==> config.mk <==
export PLATFORM = sky130hd
export DESIGN_NAME = gnss_binary_frame_receiver_top
export DESIGN_NICKNAME = d
export VERILOG_FILES = /design/src/rtl/core/gbfr_pkg.sv /design/src/rtl/core/gnss_binary_frame_receiver_top.sv /design/src/rtl/core/gbfr_parse.sv
export SDC_FILE = /design/constraint.sdc
export NUM_CORES = 1
export LEC_CHECK = 0
export BUFFER_PORTS_ARGS = -buffer_cell sky130_fd_sc_hd__buf_2
export CORE_MARGIN = 2
export CORE_UTILIZATION = 50
export DETAILED_ROUTE_END_ITERATION = 16
export PLACE_DENSITY = 0.71
export SLEW_MARGIN = 25
export SYNTH_ARGS = -nofsm -noshare
export SYNTH_HDL_FRONTEND = slang
export SYNTH_SLANG_ARGS = --single-unit
==> constraint.sdc <==
create_clock -name clk -period 40.2 [get_ports clk]
set_input_delay 6.03 -clock clk [delete_from_list [all_inputs] [get_ports clk]]
set_output_delay 6.03 -clock clk [all_outputs]
set_load 0.01 [all_outputs]
==> src/rtl/core/gbfr_pkg.sv <==
// shared types and constants for the binary gnss frame receiver
package gbfr_pkg;

    localparam int MAX_FRAME_PAYLOAD = 1024;
    localparam int LIMIT_W = 11;
    localparam int POS_WORDS = 7;
    localparam int POS_BYTES = 28;
    localparam int POS_IDX_W = 5;

    localparam logic [7:0] SYNC_FIRST = 8'hB5;
    localparam logic [7:0] SYNC_SECOND = 8'h62;
    localparam logic [7:0] CLASS_NAV = 8'h01;
    localparam logic [7:0] ID_POSLLH = 8'h02;
    localparam logic [LIMIT_W-1:0] MAX_PAYLOAD_RST = 11'd512;

    typedef enum logic [3:0] {
        PH_SYNC1,
        PH_SYNC2,
        PH_CLASS,
        PH_ID,
        PH_LEN_LO,
        PH_LEN_HI,
        PH_PAYLOAD,
        PH_CK_A,
        PH_CK_B
    } phase_t;

    typedef enum logic [1:0] {
        ST_OK,
        ST_BAD_CK,
        ST_TOO_LONG
    } status_t;

    typedef struct packed {
        logic                   valid;
        logic [7:0]             frame_class;
        logic [7:0]             frame_id;
        logic [15:0]            payload_length;
        status_t                status;
        logic                   pos_valid;
        logic [POS_WORDS-1:0][31:0] pos_words;
    } result_t;

endpackage

==> src/rtl/core/gnss_binary_frame_receiver_top.sv <==
// top level of the binary gnss frame receiver
// path: a byte accepted into the input register is parsed from there, and any result
// it ends is loaded into the output register, where it waits until it is taken
// throughput: one byte per cycle; a result waiting in the output register
// only holds back a byte that would itself end a frame
// reset: asynchronous active low; parser hunts the first sync byte,
// max_payload returns to 512, input and output registers empty
module gnss_binary_frame_receiver_top
    import gbfr_pkg::*;
(
    input  logic                clk,
    input  logic                rst_n,
    input  logic                cfg_wr_en,
    input  logic [LIMIT_W-1:0]  cfg_wr_data,
    input  logic                in_valid,
    output logic                in_stall,
    input  logic [7:0]          rx_byte,
    output logic                out_valid,
    input  logic                out_stall,
    output logic [7:0]          frame_class,
    output logic [7:0]          frame_id,
    output logic [15:0]         payload_length,
    output logic [1:0]          frame_status,
    output logic                position_valid,
    output logic [31:0]         time_of_week,
    output logic signed [31:0]  longitude,
    output logic signed [31:0]  latitude,
    output logic signed [31:0]  height_ellipsoid,
    output logic signed [31:0]  height_sea_level,
    output logic [31:0]         horiz_accuracy,
    output logic [31:0]         vert_accuracy
);

    logic [LIMIT_W-1:0] max_payload_reg;
    logic               in_vld_reg, in_vld_next;
    logic [7:0]         in_byte_reg;
    logic               out_vld_reg, out_vld_next;
    result_t            out_res_reg;
    result_t            res;
    logic               accept_in;
    logic               step;

    gbfr_parse u_parse (
        .clk         (clk),
        .rst_n       (rst_n),
        .step        (step),
        .rx_byte     (in_byte_reg),
        .max_payload (max_payload_reg),
        .res         (res)
    );

    always_comb
    begin
        step = in_vld_reg && (!res.valid || !out_vld_reg || !out_stall);
        in_stall = in_vld_reg && !step;
        accept_in = in_valid && !in_stall;
        if (accept_in)
        begin
            in_vld_next = 1'b1;
        end
        else if (step)
        begin
            in_vld_next = 1'b0;
        end
        else
        begin
            in_vld_next = in_vld_reg;
        end
        if (step && res.valid)
        begin
            out_vld_next = 1'b1;
        end
        else if (!out_stall)
        begin
            out_vld_next = 1'b0;
        end
        else
        begin
            out_vld_next = out_vld_reg;
        end
    end

    always_ff @(posedge clk or negedge rst_n)
    begin
        if (!rst_n)
        begin
            max_payload_reg <= MAX_PAYLOAD_RST;
            in_vld_reg <= 1'b0;
            out_vld_reg <= 1'b0;
        end
        else
        begin
            if (cfg_wr_en)
            begin
                max_payload_reg <= cfg_wr_data;
            end
            in_vld_reg <= in_vld_next;
            out_vld_reg <= out_vld_next;
        end
    end

    always_ff @(posedge clk)
    begin
        if (accept_in)
        begin
            in_byte_reg <= rx_byte;
        end
        if (step && res.valid)
        begin
            out_res_reg <= res;
        end
    end

    assign out_valid = out_vld_reg;
    assign frame_class = out_res_reg.frame_class;
    assign frame_id = out_res_reg.frame_id;
    assign payload_length = out_res_reg.payload_length;
    assign frame_status = out_res_reg.status;
    assign position_valid = out_res_reg.pos_valid;
    assign time_of_week = out_res_reg.pos_words[0];
    assign longitude = signed'(out_res_reg.pos_words[1]);
    assign latitude = signed'(out_res_reg.pos_words[2]);
    assign height_ellipsoid = signed'(out_res_reg.pos_words[3]);
    assign height_sea_level = signed'(out_res_reg.pos_words[4]);
    assign horiz_accuracy = out_res_reg.pos_words[5];
    assign vert_accuracy = out_res_reg.pos_words[6];

    // a new result never lands on one still waiting
    a_no_overwrite: assert property (@(posedge clk) disable iff (!rst_n)
        (step && res.valid) |-> !(out_vld_reg && out_stall))
        else $error("result overwrote a pending item");

    // position words only come with a good checksum on a position frame
    a_pos_ok: assert property (@(posedge clk) disable iff (!rst_n)
        (out_vld_reg && position_valid) |->
            (frame_status == ST_OK && frame_class == CLASS_NAV
             && frame_id == ID_POSLLH && payload_length == 16'(POS_BYTES)))
        else $error("position valid on a wrong frame");

    // input side only stalls with a byte held
    a_stall_held: assert property (@(posedge clk) disable iff (!rst_n)
        in_stall |-> in_vld_reg)
        else $error("stall without a held byte");

    // a too-long status is never reported with position data
    a_long_nopos: assert property (@(posedge clk) disable iff (!rst_n)
        (out_vld_reg && frame_status == ST_TOO_LONG) |->
            (!position_valid && payload_length != 16'd0))
        else $error("bad length result");

endmodule

==> src/rtl/core/gbfr_parse.sv <==
// frame parser: sync hunt, header, payload capture and fletcher-8 check
module gbfr_parse
    import gbfr_pkg::*;
(
    input  logic               clk,
    input  logic               rst_n,
    input  logic               step,
    input  logic [7:0]         rx_byte,
    input  logic [LIMIT_W-1:0] max_payload,
    output result_t            res
);

    phase_t      phase_reg, phase_next;
    logic [7:0]  class_reg, class_next;
    logic [7:0]  id_reg, id_next;
    logic [15:0] length_reg, length_next;
    logic [15:0] count_reg, count_next;
    logic [7:0]  sum_a_reg, sum_a_next;
    logic [7:0]  sum_b_reg, sum_b_next;
    logic [7:0]  ck_a_reg, ck_a_next;
    logic [7:0]  pos_byte_reg [POS_BYTES];

    logic [7:0]         add_a;
    logic [7:0]         add_b;
    logic [15:0]        new_length;
    logic [LIMIT_W-1:0] limit;
    logic               too_long;
    logic [15:0]        count_inc;
    logic               is_pos;
    logic               pos_wr;

    always_comb
    begin
        add_a = sum_a_reg + rx_byte;
        add_b = sum_b_reg + add_a;
        new_length = {rx_byte, length_reg[7:0]};
        if (max_payload > LIMIT_W'(MAX_FRAME_PAYLOAD))
        begin
            limit = LIMIT_W'(MAX_FRAME_PAYLOAD);
        end
        else
        begin
            limit = max_payload;
        end
        too_long = new_length > {5'd0, limit};
        count_inc = count_reg + 16'd1;
        is_pos = (class_reg == CLASS_NAV) && (id_reg == ID_POSLLH);
        pos_wr = (phase_reg == PH_PAYLOAD) && is_pos && (count_reg < 16'(POS_BYTES));
    end

    // next phase
    always_comb
    begin
        case (phase_reg)
            PH_SYNC1:   phase_next = (rx_byte == SYNC_FIRST) ? PH_SYNC2 : PH_SYNC1;
            PH_SYNC2:
            begin
                if (rx_byte == SYNC_SECOND)
                begin
                    phase_next = PH_CLASS;
                end
                else if (rx_byte == SYNC_FIRST)
                begin
                    phase_next = PH_SYNC2;
                end
                else
                begin
                    phase_next = PH_SYNC1;
                end
            end
            PH_CLASS:   phase_next = PH_ID;
            PH_ID:      phase_next = PH_LEN_LO;
            PH_LEN_LO:  phase_next = PH_LEN_HI;
            PH_LEN_HI:
            begin
                if (too_long)
                begin
                    phase_next = PH_SYNC1;
                end
                else if (new_length == 16'd0)
                begin
                    phase_next = PH_CK_A;
                end
                else
                begin
                    phase_next = PH_PAYLOAD;
                end
            end
            PH_PAYLOAD: phase_next = (count_inc >= length_reg) ? PH_CK_A : PH_PAYLOAD;
            PH_CK_A:    phase_next = PH_CK_B;
            default:    phase_next = PH_SYNC1;
        endcase
    end

    // datapath and result
    always_comb
    begin
        class_next = class_reg;
        id_next = id_reg;
        length_next = length_reg;
        count_next = count_reg;
        sum_a_next = sum_a_reg;
        sum_b_next = sum_b_reg;
        ck_a_next = ck_a_reg;
        res = '0;
        res.frame_class = class_reg;
        res.frame_id = id_reg;
        case (phase_reg)
            PH_SYNC2:
            begin
                if (rx_byte == SYNC_SECOND)
                begin
                    sum_a_next = '0;
                    sum_b_next = '0;
                end
            end
            PH_CLASS:
            begin
                class_next = rx_byte;
                sum_a_next = add_a;
                sum_b_next = add_b;
            end
            PH_ID:
            begin
                id_next = rx_byte;
                sum_a_next = add_a;
                sum_b_next = add_b;
            end
            PH_LEN_LO:
            begin
                length_next = {8'd0, rx_byte};
                sum_a_next = add_a;
                sum_b_next = add_b;
            end
            PH_LEN_HI:
            begin
                length_next = new_length;
                sum_a_next = add_a;
                sum_b_next = add_b;
                count_next = '0;
                res.valid = too_long;
                res.payload_length = new_length;
                res.status = ST_TOO_LONG;
            end
            PH_PAYLOAD:
            begin
                sum_a_next = add_a;
                sum_b_next = add_b;
                count_next = count_inc;
            end
            PH_CK_A:
            begin
                ck_a_next = rx_byte;
            end
            PH_CK_B:
            begin
                res.valid = 1'b1;
                res.payload_length = length_reg;
                if ((ck_a_reg == sum_a_reg) && (rx_byte == sum_b_reg))
                begin
                    res.status = ST_OK;
                end
                else
                begin
                    res.status = ST_BAD_CK;
                end
                if ((res.status == ST_OK) && is_pos && (length_reg == 16'(POS_BYTES)))
                begin
                    res.pos_valid = 1'b1;
                    for (int w = 0; w < POS_WORDS; w++)
                    begin
                        res.pos_words[w] = {pos_byte_reg[4*w+3], pos_byte_reg[4*w+2],
                                            pos_byte_reg[4*w+1], pos_byte_reg[4*w]};
                    end
                end
            end
            default:
            begin
                res.valid = 1'b0;
            end
        endcase
    end

    always_ff @(posedge clk or negedge rst_n)
    begin
        if (!rst_n)
        begin
            phase_reg <= PH_SYNC1;
            class_reg <= '0;
            id_reg <= '0;
            length_reg <= '0;
            count_reg <= '0;
            sum_a_reg <= '0;
            sum_b_reg <= '0;
            ck_a_reg <= '0;
        end
        else if (step)
        begin
            phase_reg <= phase_next;
            class_reg <= class_next;
            id_reg <= id_next;
            length_reg <= length_next;
            count_reg <= count_next;
            sum_a_reg <= sum_a_next;
            sum_b_reg <= sum_b_next;
            ck_a_reg <= ck_a_next;
        end
    end

    // position capture bytes
    always_ff @(posedge clk)
    begin
        if (step && pos_wr)
        begin
            pos_byte_reg[count_reg[POS_IDX_W-1:0]] <= rx_byte;
        end
    end

endmodule

### Yosys cells after proc, flatten, opt, wreduce, memory -nomap -nowiden

Memories as Yosys holds them, arrays and structs flattened.
Index checks and enable logic that the tools add are counted.

| operators by class | value |
|---|---|
| add/subtract/negate cells | 3 |
| order comparisons | 4 |
| eq/ne operators | 17 |
| multiplexer cells | 23 |
| bitwise logic cells | 1 |
| reductions and logical operators | 34 |

Operators by type and width:

| kind | number |
|---|---|
| $mux 225 | 1 |
| $pmux 16 s2 | 2 |
| $pmux 18 s2 | 1 |
| $pmux 4 s8 | 1 |
| $pmux 8 s2 | 2 |
| $add 16x1->16 const B | 1 |
| $add 8x8->8 | 2 |
| $eq 16x5->1 const B | 1 |
| $eq 4x3->1 const B | 4 |
| $eq 8x8->1 | 2 |
| $ge 16x16->1 | 1 |
| $gt 16x11->1 | 1 |
| $logic_not 16->1 | 1 |
| $lt 16x5->1 const B | 1 |
| $reduce_and 2->1 | 6 |
| $gt 11x11->1 const B | 1 |
| $logic_and 1x1->1 | 11 |
| $mux 11 | 1 |
| $mux 1 | 10 |
| $eq 4x2->1 const B | 2 |
| $eq 8x1->1 const B | 1 |
| $eq 8x2->1 const B | 1 |
| $eq 8x7->1 const B | 1 |
| $eq 8x8->1 const B | 1 |
| other kinds (15) | 26 |

| storage, ports and cells | value |
|---|---|
| flip-flop bits (word level) | 356 |
| memory bits (writable) | 224 |
| input bits | 24 |
| output and inout port bits | 261 |
| word-level logic and storage cells | 108 |
| memories kept | 1 |

Memories:

| name | depth | bits a word | rd ports | clocked after Yosys merged registers in | write ports | line | source |
|---|---|---|---|---|---|---|---|
| u_parse.pos_byte_reg | 28 | 8 | 28 | 0 | 1 | gbfr_parse.sv:21 | `logic [7:0] pos_byte_reg [POS_BYTES];` |

### Depth between registers and ports, before layout

Gate-level depths: netlist of run 1.

| depth | value |
|---|---|
| depth in word-level cells | 13 |
| gate-level depth with buffers | 15 |
| gate-level depth less buffers | 15 |

### By module

A second synthesis of run 1 with hierarchy kept.

| second synthesis, totals | value |
|---|---|
| cells, all modules | 1,396 |
| area total of the unflattened synthesis | 22,188.8 sq um |

By module, submodules not included:

| module | times used | cells each | area an instance (sq um) | seq. area each (sq um) |
|---|---|---|---|---|
| gbfr_parse | 1 | 1,094 | 13,623.1 | 8,628.3 |
| gnss_binary_frame_receiver_top | 1 | 302 | 8,565.7 | 8,344.3 |

### Least setup slack after synthesis of run 1

No wires, ideal clock.

| timing path | value |
|---|---|
| path kind | in2reg |
| start point | in out_stall |
| end point | reg out_res_reg, in the netlist frame_class[0] (enable) |
| setup time | 0.884 ns |
| arrival | 17.383 ns |
| required time | 39.316 ns |
| setup slack | 21.933 ns |
| stages on the path | 5 |
| buffers on the path | 1 |
| path through | nand2_1 > o21a_1 > buf_2 > nand2_1 > nor2_1 |

| on the way | value |
|---|---|
| cells in the longest elaborated chain, start to end | 4 |

RTL lines:

| item | line | source |
|---|---|---|
| start: declaration | gnss_binary_frame_receiver_top.sv:19 | `input logic out_stall,` |
| $logic_not 1->1 | n/a |  |
| $logic_or 1x1->1 | gnss_binary_frame_receiver_top.sv:54 | `step = in_vld_reg && (!res.valid \|\| !out_vld_reg \|\| !out_stall);` |
| $logic_and 1x1->1 | gnss_binary_frame_receiver_top.sv:54 |  |
| $logic_and 1x1->1 | gnss_binary_frame_receiver_top.sv:108 | `if (step && res.valid)` |
| end signal: assignment | gnss_binary_frame_receiver_top.sv:110 | `out_res_reg <= res;` |
| end: declaration | gnss_binary_frame_receiver_top.sv:38 | `result_t out_res_reg;` |

Every way passes these cells.
A chain may end at the register's enable or synchronous reset.

### Worst setup path in the final report of run 1

| timing path | value |
|---|---|
| start point | in out_stall |
| end point | out in_stall |

| on the way | value |
|---|---|
| cells in the longest elaborated chain, start to end | 5 |

RTL lines:

| item | line | source |
|---|---|---|
| $logic_not 1->1 | n/a |  |
| $logic_or 1x1->1 | gnss_binary_frame_receiver_top.sv:54 |  |
| $logic_and 1x1->1 | gnss_binary_frame_receiver_top.sv:54 |  |
| $logic_not 1->1 | gnss_binary_frame_receiver_top.sv:55 | `in_stall = in_vld_reg && !step;` |
| $logic_and 1x1->1 | gnss_binary_frame_receiver_top.sv:55 |  |
| end: declaration | gnss_binary_frame_receiver_top.sv:16 | `output logic in_stall,` |

Every way passes these cells.

==> summary.txt, run 1 <==
Status -> finished clean
Synth Instances -> 1368
Critical Path AT -> 6670 ps
Grt met2 use -> 0.3353
Final min period -> 12700 ps
Flops & latches, synth -> 580
Maximum clock path buffer count -> 3
Worst hold path cell count -> 0
Layout overhead on the synthesized area -> 17.03%
DR pass1 iterations -> 5
Yosys top cell by area -> edfxtp_1
Final count of pins violating max slew -> 0
Resized cells post-CTS -> 0
Commonest non-fill, non-tap cells in the layout -> edfxtp_1, buf_2, and2_1
Most Crowded Layer GR -> met2
Row Count -> 76
Hold Vio Cnt, Final -> 0
DR vias/cell -> 5.218
Setup crit end kind -> output port
Setup WS pre-CTS -> 27510 ps
Hold buffer count at cts -> 0
Crit-path cells -> buf_2 > nand2_1 > nor2_1 > buf_2
CP top delay family -> simple AND/OR/NAND/NOR gates
Largest net degree at the start of global routing -> 126
Vias in the first global route -> 12000
Routed via count -> 11990
Slew HR -> 0.3295
Most common cell after layout, fill and taps aside -> edfxtp_1
Post-route cell area -> 25790 sq um
Max Cap Viol -> 0
Port bufs -> 284
Fin crit share -> 0.3159
DP Area -> 24110 sq um
Setup-failing EPs final -> 0
Post-CTS Setup Inserts -> 0
DRT Wirelength -> 47.37 mm
Final Skew -> 16.05 ps
Die ar. -> 45770 sq um
Layout Nets -> 1741
Clk root buf -> clkbuf_16
Buf/Inv on CP -> 2
FF+latch area -> 16970 sq um
Core ar. -> 43270 sq um
GR Layer Usage met3 -> 0.03905
Yosys cell types -> 55
Ys async rst share -> 0.1534
Logic gate share of total power -> 0.022
Switch Pwr -> 227.0 uW
# fillers -> 3222
CTS tree -> done
Largest register FFs -> 224
Area contributors post-synth -> edfxtp_1, dfrtp_1, and2_1
Setup slack after layout -> 27500 ps
Top cell type's share of synthesized area -> 0.6690
Layout cells sized above 1 -> 0.2490
Post-synthesis cell area -> 22040 sq um
Die Wd -> 214.0 um
Clk sinks -> 580
Post-synthesis sequential area ratio -> 0.7701
Initial antenna violation count -> 1
Critical path depth -> 4
CP dominant cell by count -> buf_2
Worst hold slack -> 470.5 ps
Switching Share -> 0.1961
R2R depth -> 10
Int Pwr -> 930.5 uW
GRT Overall Usage -> 0.2092
Multi-input logic area -> 4776 sq um
Post-synth top flop -> edfxtp_1
Worst Path Max Fanout -> 7
Mean Syn Cell Area -> 16.11 sq um
Max incr delay on CP -> 210 ps
Worst-path clk slew -> 60 ps
Critical path type -> primary input to output port
P per Cell Area -> 44.88 nW/um^2
H-tree levels -> 2
Met1 Usage GRT -> 0.2933
Slew @ Worst Pin -> 1006 ps
HPWL after detailed placement -> 29.39 mm
Clock share of power -> 0.413
Critical Path Slowest Stage Cell -> nor2_1
CTS Buf Count -> 54
Sequential share of power -> 0.564
Setup TNS -> 0 ps
Initial DRC count -> 1046
Initial Util -> 0.5094
Placer Congestion -> 0.8321
FMAX -> 78.75 MHz
Drt wl/cell -> 20.62 um
First-pass GRT wire length -> 72.86 mm
Ports -> 285
RSZ-0062 raised after global routing -> no
DRT antenna net count -> 0
Post-synth EDFFs -> 491
Max rail drop VDD -> 0.02795 mV
Synthesized net count -> 1439
Hold/Removal Path Class -> flip-flop to flip-flop
CP Launch Type -> primary input
Drc violations -> 0
Worst-skew pair later-pin latency -> 590 ps
Crit path required time -> 34170 ps
GR Overflow Total -> 0
Die Y -> 214.0 um
Synth warnings -> 0
Leak -> 10.77 nW
per-stage QoR:
step	utilization	cells	power, mW
detailed placement	0.5571	2198	0.6922
floorplan	-	1368	0.6784
global route	0.5961	2296	1.195
global placement	0.5571	2198	0.6915
CTS	0.5951	2295	1.169
finish	0.5962	2297	1.157
final cells by class:
class / instances / share of cell area
Timing Repair Buffer: 301 / 0.06093
Clock inverter: 22 / 0.006985
Clock buffer: 75 / 0.05666
Sequential cell: 580 / 0.6580
Inverter: 26 / 0.003784
Multi-Input combinational cell: 707 / 0.1852
Antenna cell: 1 / 0.00009702
Tap cell: 585 / 0.02838
synth_stat cells (all sizes together), types with 2 or more instances:
cell type and instances:
o311ai 2, and2 226, a22o 11, or4 3
fa 2, nand4 16, o211ai 5, nor4b 3
ha 45, a211oi 4, mux2 39, o21bai 4
o21a 3, xnor2 31, o31ai 7, inv 26
o21ai 55, nand2b 6, nor2b 5, xor2 12
o41ai 2, nor2 63, clkbuf 45, nor3 11
a31oi 5, nand3b 4, a21oi 16, buf 10
edfxtp 491, nand2 76, dfrtp 88, and3 7
or3 5, a21o 5, nor4 9, nand3 15
power groups by stage:
stage	Clock, mW	Sequential, mW	Combinational [mW]
after floorplan	0	0.668	0.0100
after global placement	0	0.666	0.0258
after detailed placement	0	0.666	0.0263
after CTS	0.490	0.653	0.0264
after global routing	0.514	0.653	0.0286
final	0.478	0.653	0.0260
logic make-up (layout without fill, tap and decap cells):
family                     count (synthesis)  after routing  synth area share
adders and majority gates                 47             47           0.02736
DFF                                      580            580            0.7701
other                                      0              1                 0
xor gates and xnor gates                  43             43           0.01709
muxes                                     39             39           0.01993
AOI/OAI and AO/OA                        123            123           0.03673
and+or+nand+nor                          455            455            0.1139
buffers and inverters                     81            424           0.01487
layer usage:
layer / wire length, um / part of all wire
met3: 2741 / 0.058
met2: 22820 / 0.48
met1: 20740 / 0.44
met5: 0 / 0
met4: 1077 / 0.023
path summary, 6_finish.rpt:
kind	endpoint	startpoint	slack, ps
max	in_stall	out_stall	27500
min	frame_id[7]	u_parse.id_reg[7]	470
max reg2reg	longitude[16]	in_byte_reg[2]	35440
min reg2reg	frame_id[7]	u_parse.id_reg[7]	470
max in group asynchronous	u_parse.phase_reg[2]	rst_n	33720
min in group asynchronous	u_parse.ck_a_reg[4]	rst_n	5430
Power figures use the tool's default switching activity.
==> run 2, diff against run 1 <==
PLACE_DENSITY = 0.73   (was 0.71)
clock period = 11.66 ns   (was 40.2 ns; I/O delays follow)
==> run 2 against run 1 <==
  * Setup slack lost 21000 ps
  * Clock skew rose by 10 ps
  * Global-route usage is 0.35 points higher
  * Highest routed layer unchanged
  * Combinational power increased to 3.3 times the previous value
  * Sequential share of layout area shrank 0.48 points
  * Cell area is 0.73% higher
  * Final cell count about the same
  * Routed wire length up 3.3%
  * Non-clock buffer count down 1
  * Register-to-register slack lost 28000 ps
  * Core utilization rose by 0.43 points
  * Clock power rose to 3.8 times the previous value
==> summary.txt, run 2 (synthesis gave the netlist of run 1 again) <==
Clock share of power -> 0.436
Fin crit share -> 0.4535
Die ar. -> 45770 sq um
Largest net degree at the start of global routing -> 118
Setup-failing EPs final -> 0
H-tree levels -> 2
Final count of pins violating max slew -> 0
Logic gate share of total power -> 0.021
Worst-skew pair later-pin latency -> 590 ps
R2R Path End -> vert_accuracy[6]
Worst hold slack -> 487.3 ps
Final Skew -> 26.00 ps
DRT Wirelength -> 48.93 mm
Overall power -> 4.146 mW
Initial antenna violation count -> 0
R2R depth -> 9
CTS tree -> done
Drt wl/cell -> 21.29 um
CTS Buf Count -> 53
RSZ-0062 raised after global routing -> no
DR vias/cell -> 5.311
GR Overflow Total -> 0
Placer Congestion -> 0.8699
Switching Share -> 0.1961
Sequential share of power -> 0.543
Hold buffer count at cts -> 0
Resized cells post-CTS -> 0
Post-CTS Setup Inserts -> 0
GRT Overall Usage -> 0.2127
Slew HR -> 0.3361
Hold/Removal Path Class -> flip-flop to flip-flop
Vias in the first global route -> 12150
Clk root buf -> clkbuf_16
Worst Path Max Fanout -> 38
Final min period -> 5288 ps
Worst hold path cell count -> 0
Slew @ Worst Pin -> 995.9 ps
Core ar. -> 43270 sq um
Worst-path clk slew -> 60 ps
Hold Vio Cnt, Final -> 0
Leak -> 10.87 nW
Largest register FFs -> 224
Clk sinks -> 580
Crit path required time -> 9910 ps
Die Wd -> 214.0 um
Drc violations -> 0
Initial DRC count -> 1187
P per Cell Area -> 159.6 nW/um^2
CP Launch Type -> flip-flop
Initial Util -> 0.5094
Layout Nets -> 1739
Layout cells sized above 1 -> 0.2605
DR pass1 iterations -> 5
RR Startpoint -> in_byte_reg[4]
Layout overhead on the synthesized area -> 17.88%
Critical path type -> flip-flop to output port
Worst hold endpoint -> frame_class[6]
Row Count -> 76
Commonest non-fill, non-tap cells in the layout -> edfxtp_1, buf_2, and2_1
Ports -> 285
Int Pwr -> 3.333 mW
Status -> finished clean
Max rail drop VDD -> 0.1122 mV
Setup TNS -> 0 ps
First-pass GRT wire length -> 74.31 mm
Setup crit end kind -> output port
HPWL after detailed placement -> 31.59 mm
DRT antenna net count -> 0
Routed via count -> 12200
Switch Pwr -> 812.9 uW
Hold Startpoint -> u_parse.class_reg[6]
Internal reg-to-reg setup slack -> 7180 ps
Most common cell after layout, fill and taps aside -> edfxtp_1
Port bufs -> 284
Die Y -> 214.0 um
Maximum clock path buffer count -> 3
Critical Path AT -> 3540 ps
FMAX -> 189.1 MHz
# fillers -> 3152
Max Cap Viol -> 0
## run 2: cell types whose count changed in the layout (fill, tap and decap cells not counted), sizes merged
| cell | delta |
|---|---|
| buf | -1 |
| bufinv | +5 |
| clkbuf | -11 |
| clkinv | +6 |
| clkinvlp | +2 |
## run 2: cell type report
type | instances | area [sq um] | area share
Clock inverter | 35 | 407.9 | 0.01570
Multi-Input combinational cell | 707 | 4781 | 0.1840
Timing Repair Buffer | 300 | 1548 | 0.05957
Antenna cell | 1 | 2.502 | 0.00009632
Inverter | 26 | 97.59 | 0.003756
Tap cell | 585 | 732.0 | 0.02817
Clock buffer | 64 | 1440 | 0.05543
Sequential cell | 580 | 16970 | 0.6533
## run 2: worst max path at each step
stage                                              to  slack (ps)      startpoint
final                                        in_stall        6370  in_byte_reg[4]
after global routing                         in_stall        6200  in_byte_reg[2]
after CTS                                    in_stall        6350  in_byte_reg[4]
after detailed placement  u_parse.pos_byte_reg[24][0]        6840       out_stall
after global placement    u_parse.pos_byte_reg[25][5]        7010       out_stall
after floorplan                        frame_class[0]        1940  in_byte_reg[4]
## run 2: through the flow
stage | cell area [sq um] | setup slack, ps | utilization | instances
after floorplan | 22040 | 1943 | - | 1368
after global placement | 24110 | 7013 | 0.5571 | 2198
after detailed placement | 24110 | 6842 | 0.5571 | 2198
after CTS | 25950 | 6352 | 0.5999 | 2297
after global routing | 25980 | 6201 | 0.6004 | 2297
final | 25980 | 6372 | 0.6005 | 2298
## run 2: power groups by stage
stage / logic [mW] / clock network [mW] / registers [mW]
finish: 0.0863 / 1.81 / 2.25
global route: 0.0953 / 1.92 / 2.25
CTS: 0.0877 / 1.84 / 2.25
detailed placement: 0.0875 / 0 / 2.30
global placement: 0.0848 / 0 / 2.30
floorplan: 0.0346 / 0 / 2.30
## run 2: worst max-delay path: stages (launching register included)
cell      delay [ps]
edfxtp_1         370
buf_4            290
or3_1            430
or3_1            330
or4_4            530
o21a_1           220
a21oi_1          280
nand2b_1         240
nor2_1            90
buf_2            160
## run 2: metal layers
layer | global-route usage | vias up | wire [um]
met5 | 0 | - | 0
met4 | 0.06294 | 0 | 1141
met3 | 0.04260 | 77 | 3554
met2 | 0.3344 | 517 | 22920
met1 | 0.3035 | 6043 | 21310
li1 | - | 5567 | -
==> run 3, diff against run 2 <==
PLACE_DENSITY = 0.71   (was 0.73)
clock period = 5.5 ns   (was 11.66 ns; I/O delays follow)
==> run 3 against run 2 <==
  * Sequential power increased by 110%
  * Highest routed layer is now met5
  * Critical path depth increased by 2
  * Routed wire length decreased by 2.3%
  * Setup slack got worse by 5100 ps
  * Non-clock buffer count increased by 3
  * Sequential share of layout area decreased by 0.13 points
  * Clock power increased by 110%
  * Count of clock-buffer cells in the layout increased by 2
  * Via count decreased by 1.8%
  * Worst hold slack got worse by 280 ps
  * Combinational power increased by 120%
  * Final cell count increased by 0.17%
==> summary.txt, run 3 (synthesis gave the netlist of run 1 again) <==
DRT antenna net count -> 0
Fin crit share -> 0.7637
Final Skew -> 17.62 ps
Layout cells sized above 1 -> 0.2574
Placed Cells -> 2201
CP dominant cell by count -> nor2_1
Post-CTS Setup Inserts -> 0
GR Overflow Total -> 0
Commonest non-fill, non-tap cells in the layout -> edfxtp_1, buf_2, and2_1
N_diodes -> 0
Drc violations -> 0
Row Count -> 76
Setup TNS -> 0 ps
Buf/Inv on CP -> 2
Layout overhead on the synthesized area -> 18.12%
Clk sinks -> 580
Crit path required time -> 4680 ps
Hold Vio Cnt, Final -> 0
Worst-skew pair later-pin latency -> 600 ps
DP Area -> 24180 sq um
Post-route cell area -> 26030 sq um
Slew @ Worst Pin -> 944.3 ps
Worst Path Max Fanout -> 11
Max rail drop VDD -> 0.2585 mV
CTS tree -> done
Layout Nets -> 1744
Initial DRC count -> 1213
Ports -> 285
Final count of pins violating max slew -> 0
Port bufs -> 284
Worst-path clk slew -> 70 ps
Hold/Removal Path Class -> primary input to asynchronous set/reset pin
FMAX -> 238.1 MHz
Initial Util -> 0.5094
CTS Buf Count -> 55
Largest net degree at the start of global routing -> 91
Hold buffer count at cts -> 0
Initial antenna violation count -> 1
Leak -> 10.88 nW
Final min period -> 4200 ps
Critical Path AT -> 3380 ps
Maximum clock path buffer count -> 3
DR vias/cell -> 5.205
H-tree levels -> 2
CP Launch Type -> flip-flop
HPWL after detailed placement -> 30.51 mm
Die ar. -> 45770 sq um
DRT Wirelength -> 47.79 mm
Setup slack after layout -> 1300 ps
Setup WS pre-CTS -> 1541 ps
Overall power -> 8.783 mW
Worst hold slack -> 203.2 ps
DR pass1 iterations -> 5
Critical Path Slowest Stage Cell -> or4_4
Placer Congestion -> 0.8718
Max Cap Viol -> 0
Finished Layout Cells -> 2302
CP top delay family -> simple AND/OR/NAND/NOR gates
# fillers -> 3181
Setup-failing EPs final -> 0
Most common cell after layout, fill and taps aside -> edfxtp_1
Setup crit end kind -> output port
Largest register FFs -> 224
Clk root buf -> clkbuf_16
Status -> finished clean
RSZ-0062 raised after global routing -> no
Routed via count -> 11980
Critical path type -> flip-flop to output port
First-pass GRT wire length -> 72.77 mm
Core ar. -> 43270 sq um
Final Util -> 0.6017
Drt wl/cell -> 20.76 um
Resized cells post-CTS -> 0
Die Wd -> 214.0 um
Die Y -> 214.0 um
Crit-path cells -> inv_1 > nand2_1 > ha_1 > a211oi_1 > nor2_1 > or4_4 > o21a_1 > a21oi_1 > nand2b_1 > nor2_1 > buf_2
Slew HR -> 0.3690
P per Cell Area -> 337.4 nW/um^2
GRT Overall Usage -> 0.2091
Vias in the first global route -> 12070
Max incr delay on CP -> 450 ps
[run 3: worst register-to-register path: cells and delay by family, from the launching register on]
family	cells	cell delay, ps
DFF	1	800
and+or+nand+nor	6	1630
adders and majority gates	1	270
xor gates and xnor gates	1	200
AOI/OAI and AO/OA	6	880
[run 3: area by class of cell]
class / count / area, sq um / share of cell area
inverter: 26 / 97.59 / 0.003749
multi-input combinational: 707 / 4783 / 0.1837
clock inverter: 35 / 391.6 / 0.01504
timing repair buffer: 303 / 1617 / 0.06210
clock buffer: 66 / 1439 / 0.05527
tap: 585 / 732.0 / 0.02812
sequential: 580 / 16970 / 0.6520
[run 3: power breakdown]
part | total, mW | internal [mW] | switching, mW
clock | 3.82 | 2.24 | 1.58
sequential | 4.78 | 4.77 | 0.0117
combinational | 0.187 | 0.0489 | 0.138
[run 3: per-layer routing]
metal,routed length (um),GRT usage,share of wire
met1,21130,0.2933,0.44
met4,1102,0.06200,0.023
met5,11,0,0.00023
met2,22740,0.3334,0.48
met3,2804,0.04303,0.059
[run 3: path summary, 6_finish.rpt]
path	start	to	slack [ps]	cells past startpoint
setup / recovery	max_payload_reg[10]	in_stall	1300	11
hold / removal	rst_n	u_parse.sum_a_reg[6]	200	1
setup reg to reg	u_parse.count_reg[2]	u_parse.phase_reg[0]	1600	14
hold reg to reg	u_parse.class_reg[0]	frame_class[0]	460	0
max in group asynchronous	rst_n	u_parse.length_reg[6]	4220	2
min in group clk	rx_byte[6]	in_byte_reg[6]	410	1
